<file path="src/sv/bbhk_pkg.sv">
// Package for the bounded best hits keeper: payload types and constants.
// No dependencies.
package bbhk_pkg;

    localparam int TABLE_DEPTH_DEF = 16;
    localparam int MOTIF_BASES_DEF = 32;
    localparam logic [6:0] MAX_HITS_RESET = 7'd16;

    localparam logic CMD_INSERT = 1'b0;
    localparam logic CMD_DUMP   = 1'b1;

    typedef struct packed {
        logic               cmd;
        logic signed [31:0] hit_score;
        logic [63:0]        hit_bases;
        logic [15:0]        source_id;
        logic [31:0]        position;
        logic               reverse_strand;
    } in_item_t;

    typedef struct packed {
        logic               entry_valid;
        logic signed [31:0] out_score;
        logic [63:0]        out_bases;
        logic [15:0]        out_source;
        logic [31:0]        out_position;
        logic               out_reverse;
        logic               table_full;
        logic               last;
    } out_item_t;

endpackage

</file>
<file path="src/sv/bbhk_front.sv">
// Front end: accepts input beats, masks and reverse complements bases,
// pushes classified items into a two-entry queue. Depends on bbhk_pkg.
module bbhk_front #(
    parameter int MOTIF_BASES = bbhk_pkg::MOTIF_BASES_DEF
) (
    input  logic                 clk,
    input  logic                 rst_n,
    input  logic                 in_valid,
    output logic                 in_stall,
    input  bbhk_pkg::in_item_t   in_data,
    output logic                 q_valid,
    input  logic                 q_pop,
    output bbhk_pkg::in_item_t   q_data
);
    localparam int NB = 2 * MOTIF_BASES;

    bbhk_pkg::in_item_t q_mem_reg [2];
    logic [1:0] cnt_reg, cnt_next;
    logic       wp_reg, rp_reg;
    logic       push;
    bbhk_pkg::in_item_t conv;
    logic [63:0] rc;

    always_comb
    begin
        rc = '0;
        for (int i = 0; i < MOTIF_BASES; i++)
        begin
            rc[2*i +: 2] = 2'd3 - in_data.hit_bases[2*(MOTIF_BASES-1-i) +: 2];
        end
        conv = in_data;
        conv.hit_bases = '0;
        conv.hit_bases[NB-1:0] = in_data.reverse_strand ? rc[NB-1:0]
                                                        : in_data.hit_bases[NB-1:0];
    end

    assign in_stall = (cnt_reg == 2'd2);
    assign push     = in_valid && !in_stall;
    assign q_valid  = (cnt_reg != 2'd0);
    assign q_data   = q_mem_reg[rp_reg];
    assign cnt_next = cnt_reg + {1'b0, push} - {1'b0, q_pop && q_valid};

    always_ff @(posedge clk or negedge rst_n)
    begin
        if (!rst_n)
        begin
            cnt_reg <= '0;
            wp_reg  <= 1'b0;
            rp_reg  <= 1'b0;
        end
        else
        begin
            cnt_reg <= cnt_next;
            if (push)
                wp_reg <= ~wp_reg;
            if (q_pop && q_valid)
                rp_reg <= ~rp_reg;
        end
    end

    always_ff @(posedge clk)
    begin
        if (push)
            q_mem_reg[wp_reg] <= conv;
    end

    assert property (@(posedge clk) disable iff (!rst_n) cnt_reg <= 2'd2)
        else $error("queue count overflow");
    assert property (@(posedge clk) disable iff (!rst_n)
        (cnt_reg == 2'd2) |-> in_stall)
        else $error("full queue not stalling");
    assert property (@(posedge clk) disable iff (!rst_n)
        (cnt_reg == 2'd0 && !in_valid) |=> !q_valid)
        else $error("queue invented an item");
endmodule

</file>
<file path="src/sv/bbhk_back.sv">
// Back end: sorted hit table as a shift array, one shift step per cycle,
// plus dump streaming into an output register. Depends on bbhk_pkg.
module bbhk_back #(
    parameter int TABLE_DEPTH = bbhk_pkg::TABLE_DEPTH_DEF
) (
    input  logic                clk,
    input  logic                rst_n,
    input  logic [6:0]          max_hits,
    input  logic                q_valid,
    output logic                q_pop,
    input  bbhk_pkg::in_item_t  q_data,
    output logic                out_valid,
    input  logic                out_stall,
    output bbhk_pkg::out_item_t out_data
);
    localparam int IW = (TABLE_DEPTH > 1) ? $clog2(TABLE_DEPTH) : 1;
    localparam int CW = $clog2(TABLE_DEPTH + 1);
    localparam logic [1:0] ST_IDLE = 2'd0, ST_SCAN = 2'd1, ST_DROP = 2'd2,
                           ST_DUMP = 2'd3;

    logic signed [31:0] sc_reg [TABLE_DEPTH];
    logic [63:0] ba_reg [TABLE_DEPTH];
    logic [15:0] so_reg [TABLE_DEPTH];
    logic [31:0] po_reg [TABLE_DEPTH];
    logic        rv_reg [TABLE_DEPTH];

    logic [1:0]    st_reg;
    logic [CW-1:0] cnt_reg;
    logic [CW-1:0] idx_reg;   // scan position, walks back to front
    logic [CW-1:0] slot_reg;  // where the new hit lands after a front drop
    logic          full_reg;
    logic          ov_reg;
    bbhk_pkg::out_item_t od_reg;
    logic [CW-1:0] limit;
    logic          overflow;
    logic          out_free;
    logic          place;     // new item goes at idx_reg
    logic [IW-1:0] ix;
    logic [IW-1:0] ixn;

    assign limit = (max_hits > 7'(TABLE_DEPTH)) ? CW'(TABLE_DEPTH) : CW'(max_hits);
    assign overflow = (cnt_reg >= limit);
    assign out_free = !ov_reg || !out_stall;
    assign out_valid = ov_reg;
    assign out_data  = od_reg;
    assign ix  = IW'(idx_reg - CW'(1));
    assign ixn = IW'(idx_reg + CW'(1));
    // walking from back: place at idx when idx==0 or entry idx-1 scores > new
    assign place = (idx_reg == '0) || (sc_reg[ix] > q_data.hit_score);
    assign q_pop = ((st_reg == ST_SCAN) && place && (!overflow || idx_reg == '0))
                || ((st_reg == ST_DROP) && idx_reg == slot_reg)
                || ((st_reg == ST_DUMP) && out_free &&
                    (cnt_reg == '0 || idx_reg == cnt_reg - CW'(1)));

    always_ff @(posedge clk or negedge rst_n)
    begin
        if (!rst_n)
        begin
            st_reg   <= ST_IDLE;
            cnt_reg  <= '0;
            idx_reg  <= '0;
            slot_reg <= '0;
            full_reg <= 1'b0;
            ov_reg   <= 1'b0;
        end
        else
        begin
            if (st_reg == ST_DUMP && out_free)
                ov_reg <= 1'b1;
            else if (!out_stall)
                ov_reg <= 1'b0;
            case (st_reg)
                ST_IDLE:
                begin
                    if (q_valid)
                    begin
                        if (q_data.cmd == bbhk_pkg::CMD_DUMP)
                        begin
                            st_reg  <= ST_DUMP;
                            idx_reg <= '0;
                        end
                        else
                        begin
                            st_reg  <= ST_SCAN;
                            idx_reg <= cnt_reg;
                        end
                    end
                end
                ST_SCAN:
                begin
                    if (place)
                    begin
                        if (overflow)
                        begin
                            full_reg <= 1'b1;
                            // a hit that would sit at the front is dropped itself
                            if (idx_reg == '0)
                                st_reg <= ST_IDLE;
                            else
                            begin
                                st_reg   <= ST_DROP;
                                slot_reg <= idx_reg - CW'(1);
                                idx_reg  <= '0;
                            end
                        end
                        else
                        begin
                            cnt_reg <= cnt_reg + CW'(1);
                            st_reg  <= ST_IDLE;
                        end
                    end
                    else
                        idx_reg <= idx_reg - CW'(1);
                end
                ST_DROP:
                begin
                    if (idx_reg == slot_reg)
                        st_reg <= ST_IDLE;
                    else
                        idx_reg <= idx_reg + CW'(1);
                end
                ST_DUMP:
                begin
                    if (out_free)
                    begin
                        if (cnt_reg == '0 || idx_reg == cnt_reg - CW'(1))
                            st_reg <= ST_IDLE;
                        else
                            idx_reg <= idx_reg + CW'(1);
                    end
                end
                default: st_reg <= ST_IDLE;
            endcase
        end
    end

    // Normal insert shifts entries back while walking. On overflow the walk
    // only finds the slot; entries ahead of it then move one toward the front
    // over the old front entry, and the new hit fills the freed slot.
    always_ff @(posedge clk)
    begin
        if (st_reg == ST_SCAN && !overflow)
        begin
            if (place)
            begin
                sc_reg[IW'(idx_reg)] <= q_data.hit_score;
                ba_reg[IW'(idx_reg)] <= q_data.hit_bases;
                so_reg[IW'(idx_reg)] <= q_data.source_id;
                po_reg[IW'(idx_reg)] <= q_data.position;
                rv_reg[IW'(idx_reg)] <= q_data.reverse_strand;
            end
            else
            begin
                sc_reg[IW'(idx_reg)] <= sc_reg[ix];
                ba_reg[IW'(idx_reg)] <= ba_reg[ix];
                so_reg[IW'(idx_reg)] <= so_reg[ix];
                po_reg[IW'(idx_reg)] <= po_reg[ix];
                rv_reg[IW'(idx_reg)] <= rv_reg[ix];
            end
        end
        if (st_reg == ST_DROP)
        begin
            if (idx_reg == slot_reg)
            begin
                sc_reg[IW'(idx_reg)] <= q_data.hit_score;
                ba_reg[IW'(idx_reg)] <= q_data.hit_bases;
                so_reg[IW'(idx_reg)] <= q_data.source_id;
                po_reg[IW'(idx_reg)] <= q_data.position;
                rv_reg[IW'(idx_reg)] <= q_data.reverse_strand;
            end
            else
            begin
                sc_reg[IW'(idx_reg)] <= sc_reg[ixn];
                ba_reg[IW'(idx_reg)] <= ba_reg[ixn];
                so_reg[IW'(idx_reg)] <= so_reg[ixn];
                po_reg[IW'(idx_reg)] <= po_reg[ixn];
                rv_reg[IW'(idx_reg)] <= rv_reg[ixn];
            end
        end
        if (st_reg == ST_DUMP && out_free)
        begin
            od_reg.entry_valid  <= (cnt_reg != '0);
            od_reg.out_score    <= (cnt_reg != '0) ? sc_reg[IW'(idx_reg)] : '0;
            od_reg.out_bases    <= (cnt_reg != '0) ? ba_reg[IW'(idx_reg)] : '0;
            od_reg.out_source   <= (cnt_reg != '0) ? so_reg[IW'(idx_reg)] : '0;
            od_reg.out_position <= (cnt_reg != '0) ? po_reg[IW'(idx_reg)] : '0;
            od_reg.out_reverse  <= (cnt_reg != '0) ? rv_reg[IW'(idx_reg)] : 1'b0;
            od_reg.table_full   <= full_reg;
            od_reg.last <= (cnt_reg == '0) || (idx_reg == cnt_reg - CW'(1));
        end
    end

    assert property (@(posedge clk) disable iff (!rst_n) cnt_reg <= CW'(TABLE_DEPTH))
        else $error("entry count past depth");
    assert property (@(posedge clk) disable iff (!rst_n)
        $rose(full_reg) |-> $past(st_reg) == ST_SCAN)
        else $error("full flag set outside insert");
    assert property (@(posedge clk) disable iff (!rst_n)
        (st_reg == ST_DUMP) |-> (cnt_reg == '0 || idx_reg < cnt_reg))
        else $error("dump index out of range");
    assert property (@(posedge clk) disable iff (!rst_n)
        (st_reg == ST_DROP) |-> (idx_reg <= slot_reg))
        else $error("drop pass past its slot");
endmodule

</file>
<file path="src/sv/bounded_best_hits_keeper_unit.sv">
// Bounded best hits keeper: top level joining front end and table back end.
// Depends on bbhk_pkg, bbhk_front, bbhk_back.
//
// Usage: input beats on in_valid/in_stall/in_data. An insert beat (cmd 0)
// places the hit into a table sorted highest score first, keeping the
// max_hits lowest, capped at TABLE_DEPTH; a dump beat (cmd 1) streams
// every entry front to back on out_valid/out_stall/out_data, last marking
// the final beat; an empty table gives one beat with entry_valid 0. The user
// writes max_hits with cfg_we/cfg_data while idle; the block does not check.
// Rate: an insert walks the shift array from the last entry back to its
// slot; when the table overflows, a pass over the entries ahead of the
// slot follows. A dump beat moves the back end from idle into its dump
// state, which loads the output register, one beat per cycle while the
// receiver does not stall. The two-entry queue lets the front take beats
// while the back end works or the receiver stalls; a stall holds the output
// register and the dump pauses. Reset empties the table, clears the full
// flag and sets max_hits to 16.
module bounded_best_hits_keeper_unit #(
    parameter int TABLE_DEPTH = bbhk_pkg::TABLE_DEPTH_DEF,
    parameter int MOTIF_BASES = bbhk_pkg::MOTIF_BASES_DEF
) (
    input  logic                clk,
    input  logic                rst_n,
    input  logic                in_valid,
    output logic                in_stall,
    input  bbhk_pkg::in_item_t  in_data,
    output logic                out_valid,
    input  logic                out_stall,
    output bbhk_pkg::out_item_t out_data,
    input  logic                cfg_we,
    input  logic [6:0]          cfg_data
);
    logic [6:0] max_hits_reg;
    logic q_valid, q_pop;
    bbhk_pkg::in_item_t q_data;

    always_ff @(posedge clk or negedge rst_n)
    begin
        if (!rst_n)
            max_hits_reg <= bbhk_pkg::MAX_HITS_RESET;
        else if (cfg_we)
            max_hits_reg <= cfg_data;
    end

    bbhk_front #(.MOTIF_BASES(MOTIF_BASES)) u_front (
        .clk(clk), .rst_n(rst_n), .in_valid(in_valid), .in_stall(in_stall),
        .in_data(in_data), .q_valid(q_valid), .q_pop(q_pop), .q_data(q_data)
    );

    bbhk_back #(.TABLE_DEPTH(TABLE_DEPTH)) u_back (
        .clk(clk), .rst_n(rst_n), .max_hits(max_hits_reg), .q_valid(q_valid),
        .q_pop(q_pop), .q_data(q_data), .out_valid(out_valid),
        .out_stall(out_stall), .out_data(out_data)
    );
endmodule
</file>
<file path="config.mk">
export PLATFORM = sky130hd
export DESIGN_NAME = bounded_best_hits_keeper_unit
export DESIGN_NICKNAME = d
export VERILOG_FILES = /design/src/sv/bbhk_pkg.sv /design/src/sv/bbhk_front.sv /design/src/sv/bbhk_back.sv /design/src/sv/bounded_best_hits_keeper_unit.sv
export SDC_FILE = /design/constraint.sdc
export NUM_CORES = 2
export LEC_CHECK = 0
export BUFFER_PORTS_ARGS = -buffer_cell sky130_fd_sc_hd__buf_2
export CAP_MARGIN = 15
export CELL_PAD_IN_SITES_DETAIL_PLACEMENT = 1
export CELL_PAD_IN_SITES_GLOBAL_PLACEMENT = 2
export CORE_ASPECT_RATIO = 0.9
export CORE_UTILIZATION = 25
export CTS_CLUSTER_SIZE = 30
export DETAILED_ROUTE_END_ITERATION = 8
export PLACE_DENSITY_LB_ADDON = 0.1
export SYNTH_ARGS = -nofsm -noshare
export SYNTH_HDL_FRONTEND = slang
export SYNTH_SLANG_ARGS = --single-unit
</file>
<file path="constraint.sdc">
create_clock -name clk -period 9.2 [get_ports clk]
set_input_delay 0.46 -clock clk [delete_from_list [all_inputs] [get_ports clk]]
set_output_delay 0.46 -clock clk [all_outputs]
set_load 0.02 [all_outputs]
</file>
==> out/qor.yml <==
status: "complete, no violations"
ys_seq_area_share_pct: 58.6
dr.pass1.iters: 5
ios: 308
viasPerCell: 5.28
synth_edf_count: 2760
fmax_ghz: 0.136
seq_area_um2: 83700
grt_max_degree: 129
gr-usage-all-layers_pct: 17.5
crit_arrival_ps: 8030
finalSetupTns_ps: 0
ir_drop_mv: 0.356
post-cts-setup-buffers: 0
die_w_um: 798
die_y_um: 718
syn_area_per_cell_um2: 21.3
critPathCaptureType: "flip-flop"
synth_async_sr_flop_share_pct: 1.08
cts-root-buf: "clkbuf_16"
syn2layout_area_growth_pct: 17.8
path_cells: "inv_1 -> ha_1 -> xnor2_2 -> buf_4 -> mux4_2 -> ha_1 -> nand4_1 -> nor2_1 -> a221o_1 -> o31a_2 -> o211ai_2 -> nand3_4 -> buf_4 -> buf_12 -> buf_4 -> nor3_1 -> a311oi_1 -> buf_4"
cts_tree: "built"
skew_ps: 55.0
clk_path_buf_depth: 4
nets: 7478
rsz0062_at_grt: "false"
antenna_found_initial: 27
synth_seq_cells: 2790
dp_slack_ps: 1620
p_leak_nw: 51.1
cts_resized: 0
maxCapViolations: 0
place_hpwl_mm: 283
final_antenna_net_count: 0
clk_latency_ps: 990
ctsHoldBuffers: 185
grt_pass1_vias: 84700
largest_register_ffs: 1024
synth_area_um2: 143000
rows: 262
setup_viol: 0
startpoint_type: "flip-flop"
clkSinkCount: 2790
numCtsBuffers: 354
multi_input_area_um2: 56500
yosys_warnings: 0
drc_errors: 0
synth_top_area_share_pct: 58.1
synth_nets: 6898
post_synth_num_cell_types: 60
drive_above_1_share_pct: 44.8
fin_ws_ps: 1850
power_density_nw_per_um2: 427
vias: 79700
period_needed_ps: 7350
initial_utilization_pct: 25.2
path_clk_slew_ps: 60
path_class: "flip-flop to flip-flop"
yosys-top-cells-area: "edfxtp_1, mux4_2, mux2i_1"
slew-limit-headroom_pct: 9.97
grt.overflow.total: 0
nFillCells: 56700
syn_inst: 6694
cp_max_fo: 53
design.core.area_um2: 567000
dr.first_iter.drc_count: 6509
ys.flop_type: "edfxtp_1"
routedWlPerCell_um: 34.0
h-tree-depth: 5
numPortBuffers: 307
fin_crit_sh_pct: 79.9
gp_congestion: 0.722
required_ps: 9870
worst_path_max_delay_cell: "xnor2_2"
hold_path_class: "primary input to flip-flop"
yosysTopAreaCell: "edfxtp_1"
slew_viol_final: 0
crit_top_cell: "buf_4"
worstMarginPinSlew_ps: 1350
hold_viol_final: 0
critPathMaxStageDelay_ps: 780
routed_wl_mm: 513
die-area_um2: 573000
grt_pass1_wl_mm: 713
[cell usage after synthesis (52+ instances only)]
cell and instances:
buf_2 69, mux4_2 2175, nor3_1 121, and2_1 164, a21oi_1 52, buf_1 180, a311oi_1 144, mux2i_1 178
edfxtp_1 2760, nor2_1 220, clkbuf_1 361
[cell usage in the layout, fill, tap and decap left out, drive strengths merged, types with 3 or more instances in the layout]
cell / count
edfxtp: 2760
clkinv: 156
a31oi: 3
mux4: 2175
clkinvlp: 12
mux2i: 178
a311oi: 144
mux2: 14
buf: 652
nor3b: 3
nand3: 12
o211ai: 3
nor2: 220
nor2b: 4
xor2: 6
dfrtp: 29
clkbuf: 427
inv: 56
a21o: 4
nand4: 9
and2: 164
diode: 11
xnor2: 17
nand2: 27
nor3: 122
bufinv: 36
a21oi: 52
o21ai: 8
a22oi: 3
dlygate4sd3: 185
ha: 46
o31a: 3
[critical path, delay by kind of cell, from the launching register on]
family / cells / cell delay [ps]
buffers and inverters: 6 / 1910
AOI/OAI and AO/OA: 4 / 1480
xor gates and xnor gates: 1 / 780
DFF: 1 / 720
muxes: 1 / 660
and+or+nand+nor: 4 / 660
adders and majority gates: 2 / 630
[final cells by class]
cell class / count / area share, %
flip-flops and latches: 2790 / 49.8
multi-input cells: 3245 / 33.6
well taps: 7524 / 5.60
clock buffers: 427 / 5.53
repair buffers: 837 / 4.01
clock inverters: 214 / 1.29
inverters: 46 / 0.107
diodes: 11 / 0.0164
[layer usage]
layer,global-route usage (%),up-vias,wire [µm]
met5,0,-,41
met4,3.76,6,11200
met3,2.11,611,21900
met2,29.3,2454,250000
met1,24.5,45200,230000
li1,-,31400,-
[per-stage QoR]
step | instance area (µm²) | util [%] | hold WS (ps) | power (mW) | cells
6_report | 168000 | 29.6 | 74.1 | 71.7 | 15100
5_1_grt | 168000 | 29.6 | 34.0 | 75.6 | 15100
4_1_cts | 168000 | 29.6 | 26.3 | 73.4 | 15100
3_5_place_dp | 155000 | 27.3 | 502 | 58.9 | 14300
3_3_place_gp | 155000 | 27.3 | 490 | 58.5 | 14300
2_1_floorplan | 143000 | - | 164 | 45.7 | 6694
[cells by family (layout without fill, tap and decap cells)]
kind of cell	count (synthesis)	in the layout	share of synthesized area [%]
flip-flops	2790	2790	58.6
AO/OA/AOI/OAI	238	238	1.30
other	0	11	0
XOR/XNOR	24	24	0.157
buffers and inverters	659	1524	1.81
adder cells (fa/ha/maj)	46	46	0.404
multiplexers	2367	2367	35.7
AND/OR/NAND/NOR	570	570	1.97
[power breakdown]
part	switching [mW]	internal, mW
Sequential	1.12	20.8
Combinational	20.0	15.8
Clock	5.79	8.19
Total	26.9	44.8
[path summary, 6_finish.rpt]
| kind | start | to | slack (ps) | depth (start not counted) |
|---|---|---|---|---|
| worst min register to register | u_front.cnt_reg[1] | u_front.cnt_reg[1] | 510 | 1 |
| worst min-delay path | in_data[63] | u_front.q_mem_reg[0][97] | 70 | 2 |
| worst max-delay path | u_back.idx_reg[1] | u_back.ba_reg[3][36] | 1850 | 18 |
| min in group asynchronous | rst_n | max_hits_reg[5] | 110 | 2 |
| max in group asynchronous | rst_n | u_back.idx_reg[1] | 8480 | 2 |
| worst max register to register | u_back.idx_reg[1] | u_back.ba_reg[3][36] | 1850 | 18 |
(Power assumes the default switching activity.)
